==> config.mk <==
export PLATFORM = sky130hd
export DESIGN_NAME = raised_cosine_fade_gain_core
export DESIGN_NICKNAME = d
export VERILOG_FILES = /design/src/design/rcfg_pkg.sv /design/src/design/rcfg_div.sv /design/src/design/rcfg_ctrl.sv /design/src/design/rcfg_dp.sv /design/src/design/raised_cosine_fade_gain_core.sv
export VERILOG_INCLUDE_DIRS = /design/src /design/src/design
export SDC_FILE = /design/constraint.sdc
export NUM_CORES = 2
export LEC_CHECK = 0
export BUFFER_PORTS_ARGS = -buffer_cell sky130_fd_sc_hd__buf_4
export CORE_MARGIN = 5
export CORE_UTILIZATION = 50
export CTS_CLUSTER_DIAMETER = 80
export DETAILED_ROUTE_END_ITERATION = 8
export PLACE_DENSITY = 0.66
export SYNTH_ARGS = -nofsm -noshare
export SYNTH_HDL_FRONTEND = slang
export SYNTH_SLANG_ARGS = --single-unit
==> constraint.sdc <==
create_clock -name clk -period 23.7 [get_ports clk]
set_input_delay 1.185 -clock clk [delete_from_list [all_inputs] [get_ports clk]]
set_output_delay 1.185 -clock clk [all_outputs]
set_load 0.01 [all_outputs]
==> src/design/raised_cosine_fade_gain_core_defines.svh <==
// Assertion macros shared by the fade gain core.
// Needs a clock named clk and an active-high synchronous reset named rst in scope.
`ifndef RAISED_COSINE_FADE_GAIN_CORE_DEFINES_SVH
`define RAISED_COSINE_FADE_GAIN_CORE_DEFINES_SVH

// The consequent must hold in the same cycle as the antecedent.
`define RCFG_ASSERT_HOLDS(label, ante, cons, msg) \
  label: assert property (@(posedge clk) disable iff (rst) (ante) |-> (cons)) \
    else $error(msg);

// The consequent must hold in the cycle after the antecedent.
`define RCFG_ASSERT_NEXT(label, ante, cons, msg) \
  label: assert property (@(posedge clk) disable iff (rst) (ante) |=> (cons)) \
    else $error(msg);

`endif

==> src/design/rcfg_pkg.sv <==
// Shared types, constants and tables of the raised cosine fade gain core.
// No dependencies; rcfg_div, rcfg_ctrl, rcfg_dp and the top level refer to it by scoped names.
package rcfg_pkg;

  // Default sizes of the sample frame.
  localparam int SAMPLE_BITS_DEF = 24;
  localparam int CHANNELS_DEF    = 2;

  // Register and state widths.
  localparam int POS_BITS       = 21;
  localparam int LEN_BITS       = 20;
  localparam int LEVEL_BITS     = 20;
  localparam int CFG_INDEX_BITS = 1;

  // Register indexes.
  localparam logic [CFG_INDEX_BITS-1:0] REG_LEVEL_GAIN  = 1'd0;
  localparam logic [CFG_INDEX_BITS-1:0] REG_FADE_LENGTH = 1'd1;

  localparam logic [LEVEL_BITS-1:0] LEVEL_GAIN_RESET = 20'd65536;

  // Phase divider: quotient bits and iteration counter width.
  localparam int Q_BITS       = 31;
  localparam int DIV_CNT_BITS = 5;

  // Fixed-point constants of the sine evaluation.
  localparam logic [30:0] HALF_PI_Q30 = 31'd1686629713;
  localparam logic [30:0] Q30_ONE     = 31'h4000_0000;
  localparam logic [16:0] FADE_UNITY  = 17'd65536;

  // Combined gain is Q24, at most 29 bits wide.
  localparam int GAIN_BITS  = 29;
  localparam int GAIN_FRAC  = 24;

  // Divisors of the nested sine series and their reciprocals in Q32.
  localparam int SERIES_TERMS = 4;
  localparam logic [6:0]  SERIES_DIV_0 = 7'd72;
  localparam logic [6:0]  SERIES_DIV_1 = 7'd42;
  localparam logic [6:0]  SERIES_DIV_2 = 7'd20;
  localparam logic [6:0]  SERIES_DIV_3 = 7'd6;
  localparam logic [31:0] RECIP_0 = 32'((64'd1 << 32) / 64'd72);
  localparam logic [31:0] RECIP_1 = 32'((64'd1 << 32) / 64'd42);
  localparam logic [31:0] RECIP_2 = 32'((64'd1 << 32) / 64'd20);
  localparam logic [31:0] RECIP_3 = 32'((64'd1 << 32) / 64'd6);

  function automatic logic [6:0] series_div(input logic [1:0] k);
    logic [6:0] d;
    case (k)
      2'd0:    d = SERIES_DIV_0;
      2'd1:    d = SERIES_DIV_1;
      2'd2:    d = SERIES_DIV_2;
      default: d = SERIES_DIV_3;
    endcase
    return d;
  endfunction

  function automatic logic [31:0] series_recip(input logic [1:0] k);
    logic [31:0] m;
    case (k)
      2'd0:    m = RECIP_0;
      2'd1:    m = RECIP_1;
      2'd2:    m = RECIP_2;
      default: m = RECIP_3;
    endcase
    return m;
  endfunction

  // Controller states.
  typedef enum logic [3:0] {
    S_IDLE, S_FOLD, S_DIV, S_X, S_X2, S_RECIP, S_CORR, S_TY,
    S_SINE, S_SQ, S_GAIN, S_CMUL, S_CSAT, S_FINISH
  } state_t;

  // Datapath operations, one per cycle.
  typedef enum logic [3:0] {
    OP_NONE, OP_ACCEPT, OP_FOLD, OP_X, OP_X2, OP_RECIP, OP_CORR, OP_TY,
    OP_SINE, OP_SQ, OP_GAIN, OP_CMUL, OP_CSAT, OP_LOAD
  } op_t;

  typedef struct packed {
    op_t op;
  } cmd_t;

  typedef struct packed {
    logic half_zero;
    logic div_last;
    logic k_last;
    logic ch_last;
    logic out_busy;
  } status_t;

  typedef struct packed {
    logic                      en;
    logic [CFG_INDEX_BITS-1:0] index;
    logic [LEVEL_BITS-1:0]     data;
  } cfg_wr_t;

endpackage

==> src/design/rcfg_div.sv <==
// Radix-2 restoring divider that forms the Q30 window phase.
// Depends on rcfg_pkg for its widths.
module rcfg_div (
  input  logic                              clk,
  input  logic                              rst,
  input  logic                              start,
  input  logic [rcfg_pkg::LEN_BITS-1:0]     divisor,
  input  logic [rcfg_pkg::LEN_BITS-1:0]     rem_init,
  input  logic [rcfg_pkg::Q_BITS-1:0]       bits_init,
  output logic                              last,
  output logic [rcfg_pkg::Q_BITS-1:0]       quotient
);

  logic                              run;
  logic [rcfg_pkg::DIV_CNT_BITS-1:0] cnt;
  logic [rcfg_pkg::LEN_BITS-1:0]     rem;
  logic [rcfg_pkg::LEN_BITS-1:0]     dvs;
  logic [rcfg_pkg::Q_BITS-1:0]       bits;
  logic [rcfg_pkg::LEN_BITS:0]       rs;
  logic [rcfg_pkg::LEN_BITS:0]       diff;
  logic                              fits;

  // One quotient bit per cycle: shift in the next dividend bit and trial subtract.
  assign rs   = {rem, bits[rcfg_pkg::Q_BITS-1]};
  assign fits = rs >= {1'b0, dvs};
  assign diff = rs - {1'b0, dvs};
  assign last = run && (cnt == rcfg_pkg::DIV_CNT_BITS'(rcfg_pkg::Q_BITS - 1));
  assign quotient = bits;

  // Iteration control.
  always_ff @(posedge clk) begin
    if (rst) begin
      run <= 1'b0;
      cnt <= '0;
    end else if (start) begin
      run <= 1'b1;
      cnt <= '0;
    end else if (run) begin
      cnt <= cnt + 1'b1;
      if (last) begin
        run <= 1'b0;
      end
    end
  end

  // Partial remainder, divisor and the dividend bits that turn into quotient bits.
  always_ff @(posedge clk) begin
    if (start) begin
      rem  <= rem_init;
      bits <= bits_init;
      dvs  <= divisor;
    end else if (run) begin
      rem  <= fits ? diff[rcfg_pkg::LEN_BITS-1:0] : rs[rcfg_pkg::LEN_BITS-1:0];
      bits <= {bits[rcfg_pkg::Q_BITS-2:0], fits};
    end
  end

endmodule

==> src/design/rcfg_ctrl.sv <==
// Sequencing state machine of the fade gain core.
// Depends on rcfg_pkg for its state, command and status types.
module rcfg_ctrl (
  input  logic                clk,
  input  logic                rst,
  input  logic                in_valid,
  input  rcfg_pkg::status_t   status,
  output logic                in_ready,
  output rcfg_pkg::cmd_t      cmd
);

  rcfg_pkg::state_t state, state_next;

  // State register.
  always_ff @(posedge clk) begin
    if (rst) begin
      state <= rcfg_pkg::S_IDLE;
    end else begin
      state <= state_next;
    end
  end

  // Next state.
  always_comb begin
    state_next = state;
    unique case (state)
      rcfg_pkg::S_IDLE:   if (in_valid) state_next = rcfg_pkg::S_FOLD;
      rcfg_pkg::S_FOLD: begin
        state_next = status.half_zero ? rcfg_pkg::S_GAIN : rcfg_pkg::S_DIV;
      end
      rcfg_pkg::S_DIV:    if (status.div_last) state_next = rcfg_pkg::S_X;
      rcfg_pkg::S_X:      state_next = rcfg_pkg::S_X2;
      rcfg_pkg::S_X2:     state_next = rcfg_pkg::S_RECIP;
      rcfg_pkg::S_RECIP:  state_next = rcfg_pkg::S_CORR;
      rcfg_pkg::S_CORR: begin
        state_next = status.k_last ? rcfg_pkg::S_SINE : rcfg_pkg::S_TY;
      end
      rcfg_pkg::S_TY:     state_next = rcfg_pkg::S_RECIP;
      rcfg_pkg::S_SINE:   state_next = rcfg_pkg::S_SQ;
      rcfg_pkg::S_SQ:     state_next = rcfg_pkg::S_GAIN;
      rcfg_pkg::S_GAIN:   state_next = rcfg_pkg::S_CMUL;
      rcfg_pkg::S_CMUL:   state_next = rcfg_pkg::S_CSAT;
      rcfg_pkg::S_CSAT: begin
        state_next = status.ch_last ? rcfg_pkg::S_FINISH : rcfg_pkg::S_CMUL;
      end
      rcfg_pkg::S_FINISH: if (!status.out_busy) state_next = rcfg_pkg::S_IDLE;
      default:            state_next = rcfg_pkg::S_IDLE;
    endcase
  end

  // Commands to the datapath.
  always_comb begin
    in_ready = 1'b0;
    cmd.op   = rcfg_pkg::OP_NONE;
    unique case (state)
      rcfg_pkg::S_IDLE: begin
        in_ready = 1'b1;
        if (in_valid) cmd.op = rcfg_pkg::OP_ACCEPT;
      end
      rcfg_pkg::S_FOLD:   cmd.op = rcfg_pkg::OP_FOLD;
      rcfg_pkg::S_DIV:    cmd.op = rcfg_pkg::OP_NONE;
      rcfg_pkg::S_X:      cmd.op = rcfg_pkg::OP_X;
      rcfg_pkg::S_X2:     cmd.op = rcfg_pkg::OP_X2;
      rcfg_pkg::S_RECIP:  cmd.op = rcfg_pkg::OP_RECIP;
      rcfg_pkg::S_CORR:   cmd.op = rcfg_pkg::OP_CORR;
      rcfg_pkg::S_TY:     cmd.op = rcfg_pkg::OP_TY;
      rcfg_pkg::S_SINE:   cmd.op = rcfg_pkg::OP_SINE;
      rcfg_pkg::S_SQ:     cmd.op = rcfg_pkg::OP_SQ;
      rcfg_pkg::S_GAIN:   cmd.op = rcfg_pkg::OP_GAIN;
      rcfg_pkg::S_CMUL:   cmd.op = rcfg_pkg::OP_CMUL;
      rcfg_pkg::S_CSAT:   cmd.op = rcfg_pkg::OP_CSAT;
      rcfg_pkg::S_FINISH: if (!status.out_busy) cmd.op = rcfg_pkg::OP_LOAD;
      default:            cmd.op = rcfg_pkg::OP_NONE;
    endcase
  end

endmodule

==> src/design/rcfg_dp.sv <==
// Datapath of the fade gain core: fade state, phase divider, shared multiplier,
// sine series, per-channel scaling and the output register. Depends on rcfg_pkg and rcfg_div.
module rcfg_dp #(
  parameter int SAMPLE_BITS = rcfg_pkg::SAMPLE_BITS_DEF,
  parameter int CHANNELS    = rcfg_pkg::CHANNELS_DEF
) (
  input  logic                            clk,
  input  logic                            rst,
  input  rcfg_pkg::cfg_wr_t               cfg,
  input  rcfg_pkg::cmd_t                  cmd,
  input  logic [CHANNELS*SAMPLE_BITS-1:0] in_samples,
  input  logic                            start_fade_in,
  input  logic                            start_fade_out,
  input  logic                            out_ready,
  output logic                            out_valid,
  output logic [CHANNELS*SAMPLE_BITS-1:0] out_samples,
  output logic                            fade_in_done,
  output logic                            fade_out_done,
  output rcfg_pkg::status_t               status
);

  localparam int CH_BITS   = (CHANNELS > 1) ? $clog2(CHANNELS) : 1;
  localparam int PROD_BITS = SAMPLE_BITS + rcfg_pkg::GAIN_BITS;
  localparam int RND_BITS  = PROD_BITS + 1 - rcfg_pkg::GAIN_FRAC;
  localparam int PB        = rcfg_pkg::POS_BITS;
  localparam int LB        = rcfg_pkg::LEN_BITS;
  localparam logic [RND_BITS-1:0] NEG_LIMIT = RND_BITS'(1) << (SAMPLE_BITS - 1);
  localparam logic [RND_BITS-1:0] POS_LIMIT = NEG_LIMIT - 1'b1;
  localparam logic [PROD_BITS:0]  RND_HALF  =
    (PROD_BITS + 1)'(1) << (rcfg_pkg::GAIN_FRAC - 1);

  // Configuration registers.
  logic [rcfg_pkg::LEVEL_BITS-1:0] level_gain;
  logic [LB-1:0]                   fade_length;

  // Fade state.
  logic [PB-1:0] window_position;
  logic [LB-1:0] half_window;
  logic          in_fade_in;
  logic          in_fade_out;

  // Per-frame work registers.
  logic [PB-1:0]          work_pos;
  logic                   done_in;
  logic                   done_out;
  logic [SAMPLE_BITS-1:0] mag [CHANNELS];
  logic                   neg [CHANNELS];
  logic [SAMPLE_BITS-1:0] res [CHANNELS];
  logic [30:0]            x;
  logic [31:0]            x2;
  logic [31:0]            y;
  logic [31:0]            q;
  logic [30:0]            t;
  logic [31:0]            s;
  logic [16:0]            fgain;
  logic [rcfg_pkg::GAIN_BITS-1:0] gain;
  logic [1:0]             k;
  logic [CH_BITS-1:0]     ch;
  logic [PROD_BITS-1:0]   prodc;

  // Request handling at the input transfer.
  logic [LB-1:0] half_e;
  logic [PB-1:0] pos_e;
  logic          fin_e, fout_e, din_e, dout_e, fin_n, fout_n;
  logic [SAMPLE_BITS-1:0] in_mag [CHANNELS];
  logic                   in_neg [CHANNELS];

  always_comb begin
    half_e = (start_fade_in || start_fade_out) ? fade_length : half_window;
    if (start_fade_out) begin
      pos_e = PB'(fade_length);
    end else if (start_fade_in) begin
      pos_e = '0;
    end else begin
      pos_e = window_position;
    end
    fin_e  = in_fade_in || start_fade_in;
    fout_e = in_fade_out || start_fade_out;
    din_e  = fin_e && (pos_e == PB'(half_e));
    dout_e = fout_e && (pos_e == {half_e, 1'b0});
    fin_n  = fin_e && !din_e;
    fout_n = fout_e && !dout_e;
  end

  // Sign and magnitude of each incoming sample; the most negative code maps to 2^(N-1).
  always_comb begin
    for (int c = 0; c < CHANNELS; c++) begin
      in_neg[c] = in_samples[c*SAMPLE_BITS + SAMPLE_BITS - 1];
      in_mag[c] = in_neg[c] ? (~in_samples[c*SAMPLE_BITS +: SAMPLE_BITS] + 1'b1)
                            : in_samples[c*SAMPLE_BITS +: SAMPLE_BITS];
    end
  end

  // Fold the position into the first half of the window.
  logic [PB-1:0] two_h, p_mod, p_fold;
  always_comb begin
    two_h  = {half_window, 1'b0};
    p_mod  = (work_pos >= two_h) ? (work_pos - two_h) : work_pos;
    p_fold = (p_mod > PB'(half_window)) ? (two_h - p_mod) : p_mod;
  end

  // Phase divider: g = floor(p * 2^30 / half), started by the fold step.
  logic                       div_start;
  logic                       div_last;
  logic [rcfg_pkg::Q_BITS-1:0] g;

  assign div_start = (cmd.op == rcfg_pkg::OP_FOLD) && (half_window != '0);

  rcfg_div u_div (
    .clk       (clk),
    .rst       (rst),
    .start     (div_start),
    .divisor   (half_window),
    .rem_init  ({1'b0, p_fold[LB-1:1]}),
    .bits_init ({p_fold[0], {(rcfg_pkg::Q_BITS-1){1'b0}}}),
    .last      (div_last),
    .quotient  (g)
  );

  // Shared 32x32 multiplier; the controller picks the operands.
  logic [31:0] mul_a, mul_b;
  logic [63:0] mul_p;

  always_comb begin
    mul_a = '0;
    mul_b = '0;
    case (cmd.op)
      rcfg_pkg::OP_X: begin
        mul_a = 32'(g);
        mul_b = 32'(rcfg_pkg::HALF_PI_Q30);
      end
      rcfg_pkg::OP_X2: begin
        mul_a = 32'(x);
        mul_b = 32'(x);
      end
      rcfg_pkg::OP_RECIP: begin
        mul_a = y;
        mul_b = rcfg_pkg::series_recip(k);
      end
      rcfg_pkg::OP_TY: begin
        mul_a = x2;
        mul_b = 32'(t);
      end
      rcfg_pkg::OP_SINE: begin
        mul_a = 32'(x);
        mul_b = 32'(t);
      end
      rcfg_pkg::OP_SQ: begin
        mul_a = s;
        mul_b = s;
      end
      rcfg_pkg::OP_GAIN: begin
        mul_a = 32'(fgain);
        mul_b = 32'(level_gain);
      end
      rcfg_pkg::OP_CMUL: begin
        mul_a = 32'(mag[ch]);
        mul_b = 32'(gain);
      end
      default: begin
        mul_a = '0;
        mul_b = '0;
      end
    endcase
  end

  assign mul_p = 64'(mul_a) * 64'(mul_b);

  // Reciprocal quotient correction: the estimate is low by at most one.
  logic [6:0]  sdiv;
  logic [38:0] qc;
  logic [31:0] qrem;
  logic [31:0] qt;

  always_comb begin
    sdiv = rcfg_pkg::series_div(k);
    qc   = 39'(q) * 39'(sdiv);
    qrem = y - qc[31:0];
    qt   = q + 32'(qrem >= 32'(sdiv));
  end

  // Fade gain rounding and clamp, combined gain rounding.
  logic [63:0] sq;
  logic [19:0] fq;
  logic [36:0] gsum;

  always_comb begin
    sq   = mul_p + (64'd1 << 43);
    fq   = sq[63:44];
    gsum = mul_p[36:0] + 37'd128;
  end

  // Rounding and saturation of the current channel.
  logic [PROD_BITS:0]  rsum;
  logic [RND_BITS-1:0] rnd, sat_mag, sat_neg;

  always_comb begin
    rsum    = {1'b0, prodc} + RND_HALF;
    rnd     = rsum[PROD_BITS:rcfg_pkg::GAIN_FRAC];
    if (neg[ch]) begin
      sat_mag = (rnd > NEG_LIMIT) ? NEG_LIMIT : rnd;
    end else begin
      sat_mag = (rnd > POS_LIMIT) ? POS_LIMIT : rnd;
    end
    sat_neg = ~sat_mag + 1'b1;
  end

  // Configuration writes.
  always_ff @(posedge clk) begin
    if (rst) begin
      level_gain  <= rcfg_pkg::LEVEL_GAIN_RESET;
      fade_length <= '0;
    end else if (cfg.en) begin
      unique case (cfg.index)
        rcfg_pkg::REG_LEVEL_GAIN:  level_gain  <= cfg.data;
        rcfg_pkg::REG_FADE_LENGTH: fade_length <= LB'(cfg.data);
        default: ;
      endcase
    end
  end

  // Fade state: requests, done checks and position advance all settle at the transfer.
  always_ff @(posedge clk) begin
    if (rst) begin
      window_position <= '0;
      half_window     <= '0;
      in_fade_in      <= 1'b0;
      in_fade_out     <= 1'b0;
    end else if (cmd.op == rcfg_pkg::OP_ACCEPT) begin
      half_window     <= half_e;
      in_fade_in      <= fin_n;
      in_fade_out     <= fout_n;
      window_position <= (fin_n || fout_n) ? (pos_e + 1'b1) : pos_e;
    end
  end

  // Work registers of the gain computation.
  always_ff @(posedge clk) begin
    case (cmd.op)
      rcfg_pkg::OP_ACCEPT: begin
        work_pos <= pos_e;
        done_in  <= din_e;
        done_out <= dout_e;
        for (int c = 0; c < CHANNELS; c++) begin
          mag[c] <= in_mag[c];
          neg[c] <= in_neg[c];
        end
      end
      rcfg_pkg::OP_FOLD: begin
        fgain <= rcfg_pkg::FADE_UNITY;
      end
      rcfg_pkg::OP_X: begin
        x <= mul_p[60:30];
      end
      rcfg_pkg::OP_X2: begin
        x2 <= mul_p[61:30];
        y  <= mul_p[61:30];
        k  <= '0;
      end
      rcfg_pkg::OP_RECIP: begin
        q <= mul_p[63:32];
      end
      rcfg_pkg::OP_CORR: begin
        t <= rcfg_pkg::Q30_ONE - qt[30:0];
        k <= k + 1'b1;
      end
      rcfg_pkg::OP_TY: begin
        y <= mul_p[61:30];
      end
      rcfg_pkg::OP_SINE: begin
        s <= mul_p[61:30];
      end
      rcfg_pkg::OP_SQ: begin
        fgain <= (fq > 20'(rcfg_pkg::FADE_UNITY)) ? rcfg_pkg::FADE_UNITY : fq[16:0];
      end
      rcfg_pkg::OP_GAIN: begin
        gain <= gsum[36:8];
        ch   <= '0;
      end
      rcfg_pkg::OP_CMUL: begin
        prodc <= mul_p[PROD_BITS-1:0];
      end
      rcfg_pkg::OP_CSAT: begin
        res[ch] <= neg[ch] ? SAMPLE_BITS'(sat_neg) : SAMPLE_BITS'(sat_mag);
        ch      <= ch + 1'b1;
      end
      default: ;
    endcase
  end

  // Output register: a finished frame waits here while the next one is taken in.
  always_ff @(posedge clk) begin
    if (rst) begin
      out_valid <= 1'b0;
    end else if (cmd.op == rcfg_pkg::OP_LOAD) begin
      out_valid <= 1'b1;
    end else if (out_ready) begin
      out_valid <= 1'b0;
    end
  end

  always_ff @(posedge clk) begin
    if (cmd.op == rcfg_pkg::OP_LOAD) begin
      for (int c = 0; c < CHANNELS; c++) begin
        out_samples[c*SAMPLE_BITS +: SAMPLE_BITS] <= res[c];
      end
      fade_in_done  <= done_in;
      fade_out_done <= done_out;
    end
  end

  // Status to the controller.
  assign status.half_zero = (half_window == '0);
  assign status.div_last  = div_last;
  assign status.k_last    = (k == 2'(rcfg_pkg::SERIES_TERMS - 1));
  assign status.ch_last   = (ch == CH_BITS'(CHANNELS - 1));
  assign status.out_busy  = out_valid && !out_ready;

endmodule

==> src/design/raised_cosine_fade_gain_core.sv <==
// Top level of the raised cosine fade gain core.
// Depends on rcfg_pkg, rcfg_ctrl, rcfg_dp, rcfg_div and raised_cosine_fade_gain_core_defines.svh.
//
// Scales each multichannel frame by level_gain times sin^2(pi*pos/(2*half)) and flags
// the end of fade-in and fade-out windows; results are rounded half away from zero and
// saturated. One frame is worked at a time: while the half length is nonzero a frame
// passes through the bit-per-cycle phase divider and then through steps of the single
// shared 32x32 multiplier that runs the sine series and scales one channel after the
// other; the divider and series are skipped while the half length is zero. A finished
// frame waits in the output register, so the next input transfer is taken while the
// result is still pending; the core only waits when a second result is ready before
// the first is taken.
// Configuration writes are taken in any cycle and must only be made while the core is idle.
`include "raised_cosine_fade_gain_core_defines.svh"

module raised_cosine_fade_gain_core #(
  parameter int SAMPLE_BITS = rcfg_pkg::SAMPLE_BITS_DEF,
  parameter int CHANNELS    = rcfg_pkg::CHANNELS_DEF,
  localparam int TDATA_BITS = ((CHANNELS * SAMPLE_BITS + 7) / 8) * 8
) (
  input  logic                                  clk,
  input  logic                                  rst,
  // Configuration write channel.
  input  logic                                  cfg_valid,
  output logic                                  cfg_ready,
  input  logic [rcfg_pkg::CFG_INDEX_BITS-1:0]   cfg_index,
  input  logic [rcfg_pkg::LEVEL_BITS-1:0]       cfg_data,
  // Input frames.
  input  logic                                  s_axis_tvalid,
  output logic                                  s_axis_tready,
  input  logic [TDATA_BITS-1:0]                 s_axis_tdata,  // left_sample, right_sample, ...
  input  logic [1:0]                            s_axis_tuser,  // start_fade_in, start_fade_out
  // Result frames.
  output logic                                  m_axis_tvalid,
  input  logic                                  m_axis_tready,
  output logic [TDATA_BITS-1:0]                 m_axis_tdata,  // left_out, right_out, ...
  output logic [1:0]                            m_axis_tuser   // fade_in_done, fade_out_done
);

  rcfg_pkg::cmd_t                  cmd;
  rcfg_pkg::status_t               status;
  rcfg_pkg::cfg_wr_t               cfg;
  logic [CHANNELS*SAMPLE_BITS-1:0] out_samples;

  // Register writes complete in the cycle they are offered.
  assign cfg_ready = 1'b1;
  assign cfg.en    = cfg_valid && cfg_ready;
  assign cfg.index = cfg_index;
  assign cfg.data  = cfg_data;

  rcfg_ctrl u_ctrl (
    .clk      (clk),
    .rst      (rst),
    .in_valid (s_axis_tvalid),
    .status   (status),
    .in_ready (s_axis_tready),
    .cmd      (cmd)
  );

  rcfg_dp #(
    .SAMPLE_BITS (SAMPLE_BITS),
    .CHANNELS    (CHANNELS)
  ) u_dp (
    .clk            (clk),
    .rst            (rst),
    .cfg            (cfg),
    .cmd            (cmd),
    .in_samples     (s_axis_tdata[CHANNELS*SAMPLE_BITS-1:0]),
    .start_fade_in  (s_axis_tuser[0]),
    .start_fade_out (s_axis_tuser[1]),
    .out_ready      (m_axis_tready),
    .out_valid      (m_axis_tvalid),
    .out_samples    (out_samples),
    .fade_in_done   (m_axis_tuser[0]),
    .fade_out_done  (m_axis_tuser[1]),
    .status         (status)
  );

  // Pad the packed samples with zeros up to whole bytes.
  assign m_axis_tdata = TDATA_BITS'(out_samples);

  // A frame is only taken in while the input side shows ready.
  `RCFG_ASSERT_HOLDS(a_accept_needs_transfer, cmd.op == rcfg_pkg::OP_ACCEPT, s_axis_tvalid && s_axis_tready, "frame taken without an input transfer")
  // A new result never overwrites one that is still waiting.
  `RCFG_ASSERT_HOLDS(a_load_no_overwrite, cmd.op == rcfg_pkg::OP_LOAD, !m_axis_tvalid || m_axis_tready, "pending result overwritten")
  // A loaded result is offered in the next cycle.
  `RCFG_ASSERT_NEXT(a_load_shows_result, cmd.op == rcfg_pkg::OP_LOAD, m_axis_tvalid, "loaded result not offered")
  // The phase divider only finishes while a frame is in work.
  `RCFG_ASSERT_HOLDS(a_div_in_work, status.div_last, !s_axis_tready, "divider finished while idle")

endmodule
==> flow_summary_export.csv <==
group,metric,value,unit
die,core_area,141000,um^2
clock_tree,clk_pin_slew_worst_paths,70,ps
yosys,ys_ff_latch,605,
worst_setup_path,slowest_stage,"and4_1",
worst_setup_path,rrSetupSlack,9820,ps
yosys,synth_top_cell_by_area,"fa_1",
yosys,syn_area,70800,um^2
cells_and_area,n_fill_cell,12700,
timing,period_needed,13880,ps
worst_setup_path,critPathCaptureType,"flop",
timing,rsz0062_at_grt,"no",
yosys,synth_top_area_share,0.291,
yosys,ys.flop_type,"edfxtp_1",
worst_setup_path,crit_type,"reg2reg",
clock_tree,clk_latency,680,ps
yosys,synth_edf_count,479,
clock_tree,post_cts_buffers,0,
global_route,grt_max_degree,91,
yosys,async_flop_share,0,
worst_hold_path,holdPathStages,0,
yosys,yosysMostFrequentCell,"inv_1",
routing,dr.pass1.iters,7,
cells_and_area,fin_area,76000,um^2
timing,min_period_over_period,0.585,
die,rows,138,
clock_tree,cts-htree-levels,2,
place,post_dp_cell_area,74000,um^2
yosys,synth_cells,7616,
yosys,yosysWarnings,0,
yosys,ys_types,110,
global_route,track_usage,0.301,
timing,fin_hold_ws,408,ps
worst_hold_path,min_to,"m_axis_tdata[11]",
worst_setup_path,slowest_delay,1150,ps
routing,drc,0,
die,dieHeight,386,um
routing,ant_nets,0,
timing,setup_viol_count_final,0,
cells_and_area,nNetsFinal,9160,
power_and_ir_drop,power_density,87.6,nW/um^2
timing,max-slew-margin-rel,0.0905,
yosys,yosysSeqAreaShare,0.239,
yosys,avgSynthCellArea,9.30,um^2
routing,routed_wl,224,mm
global_route,grt_pass1_wl,340,mm
worst_setup_path,worst_ep_required_time,24180,ps
yosys,synthTopCellsByCount,"inv_1, fa_1, nor2_1",
timing,slew_viol_final,0,
timing,fin_setup_tns,0,ps
cells_and_area,synthToLayoutAreaGrowth,7.35,%
yosys,netlist_top_cells_area,"fa_1, edfxtp_1, ha_1, inv_1, nor2_1",
clock_tree,cts_sinks,605,
global_route,grt_pass1_vias,56100,
worst_hold_path,min_from,"u_dp.res[0][11]",
timing,finalHoldViolCount,0,
place,hpwlAfterDp,175,mm
clock_tree,cts_tree,"built",
worst_setup_path,arrival,14360,ps
die,die_area,149000,um^2
yosys,synth_fp_nets,9181,
timing,max_freq,72.1,MHz
place,port_buffers,127,
clock_tree,cts_buffers,60,
cells_and_area,final_layout_size_suffix_gt1_frac,0.0658,
die,pin_count,129,
power_and_ir_drop,vdd_drop_max,0.000103,V
global_route,antenna_found_initial,15,
routing,post_drt_wl_per_cell,23.5,um
clock_tree,cts_resized,0,
worst_setup_path,cpMostUsedCell,"fa_1",
clock_tree,clock_tree.root_cell,"clkbuf_16",
place,gp_congestion,1.01,
timing,worst_pin_slew,1360,ps
worst_hold_path,holdCritPathClass,"reg2reg",
clock_tree,cts_hold_buf,0,
worst_setup_path,reg2reg_depth,38,
job,cap_violations,0,
timing,finClkSkew,63.9,ps
worst_setup_path,worstReg2RegStart,"u_ctrl.state[2]",
routing,vias_per_cell,5.86,
worst_setup_path,timing.rr.end,"u_dp.fgain[1]",
power_and_ir_drop,p_leak,0.0336,uW
die,die_width,386,um
worst_setup_path,cp_max_fo,37,
global_route,grt.overflow.total,0,
clock_tree,cts_buffer_depth,3,
routing,drtIter0Drc,5667,
die,start_util,0.502,
outcome,status,"complete, no violations",
worst_setup_path,startpoint_type,"flop",
routing,vias,55900,
-- power by group --
part / leakage, uW / internal, uW / switching (uW)
sequential: 0.00544 / 1430 / 91.2
clock: 0.000970 / 535 / 445
combinational: 0.0272 / 1330 / 2830
total: 0.0336 / 3290 / 3370
-- worst max-delay path by stage --
stage,from,end,slack (ps)
6_report,u_ctrl.state[2],u_dp.fgain[1],9820
4_1_cts,u_ctrl.state[2],u_dp.fgain[1],10170
2_1_floorplan,u_ctrl.state[2],u_dp.fgain[1],11460
3_5_place_dp,u_ctrl.state[2],u_dp.fgain[1],10210
3_3_place_gp,u_ctrl.state[2],u_dp.fgain[2],10480
5_1_grt,u_ctrl.state[2],u_dp.fgain[4],9350
-- flip-flops by register name, summed over array words and instances (netlist names), 21 cells and up, named ones only --
register / cells
m_axis_tdata: 48
u_dp.gain: 29
u_dp.mag: 48
u_dp.prodc: 30
u_dp.q: 31
u_dp.res: 48
u_dp.s: 32
u_dp.t: 31
u_dp.u_div.quotient: 31
u_dp.window_position: 21
u_dp.work_pos: 21
u_dp.x: 31
u_dp.x2: 32
u_dp.y: 32
-- cells in the final DEF (no fill, tap or decap), drive strengths merged, types with 28 or more instances in the layout --
master,count
inv,1251
fa,1030
nor2,958
nand2,932
edfxtp,479
ha,459
a21oi,300
buf,270
xnor2,218
o21ai,175
dfxtp,126
mux2i,104
nand3,100
nand4,99
xor2,96
nor3,91
clkbuf,82
a21o,71
a22oi,55
nand2b,54
and3,52
a211oi,42
nor4,41
nor2b,36
and2,34
and4,34
o21bai,31
or2,31
o31ai,28
-- logic make-up after synthesis --
| kind of cell | share of synthesized area |
|---|---|
| compound gates | 0.0879 |
| xor+xnor | 0.0388 |
| fa+ha+maj | 0.372 |
| buf+inv | 0.0854 |
| flops | 0.239 |
| mux | 0.0179 |
| other cells | 0.0000530 |
| simple gates | 0.159 |
-- through the flow --
stage	instances	total power, uW	setup WS, ps	util
floorplan	7616	4100	11460	-
global placement	9423	5530	10480	0.524
detailed placement	9423	5580	10210	0.524
CTS	9537	6580	10170	0.539
global route	9537	7030	9350	0.539
finish	9541	6660	9820	0.539
-- critical path, delay by kind of cell (launching register included) --
kind / cells / cell delay, ps
compound gates: 5 / 1640
xor+xnor: 2 / 840
fa+ha+maj: 10 / 4790
buf+inv: 7 / 1110
flops: 1 / 940
simple gates: 14 / 4300
-- per-layer routing --
metal,vias to the layer above,track usage,share of wire
li1,24600,-,-
met4,4,0.151,0.063
met2,2717,0.469,0.45
met3,564,0.0613,0.10
met5,-,0,0.00012
met1,28000,0.403,0.39
-- area by class of cell --
cell class                      count  area, um^2  area share
Clock inverter                     32         322     0.00423
Tap cell                         1890        2360      0.0311
Sequential cell                   605       16900       0.222
Timing Repair Buffer              270        2030      0.0267
Multi-Input combinational cell   5415       48000       0.632
Antenna cell                        4        10.0    0.000132
Inverter                         1243        4670      0.0614
Clock buffer                       82        1700      0.0223
(Power assumes the default switching activity.)
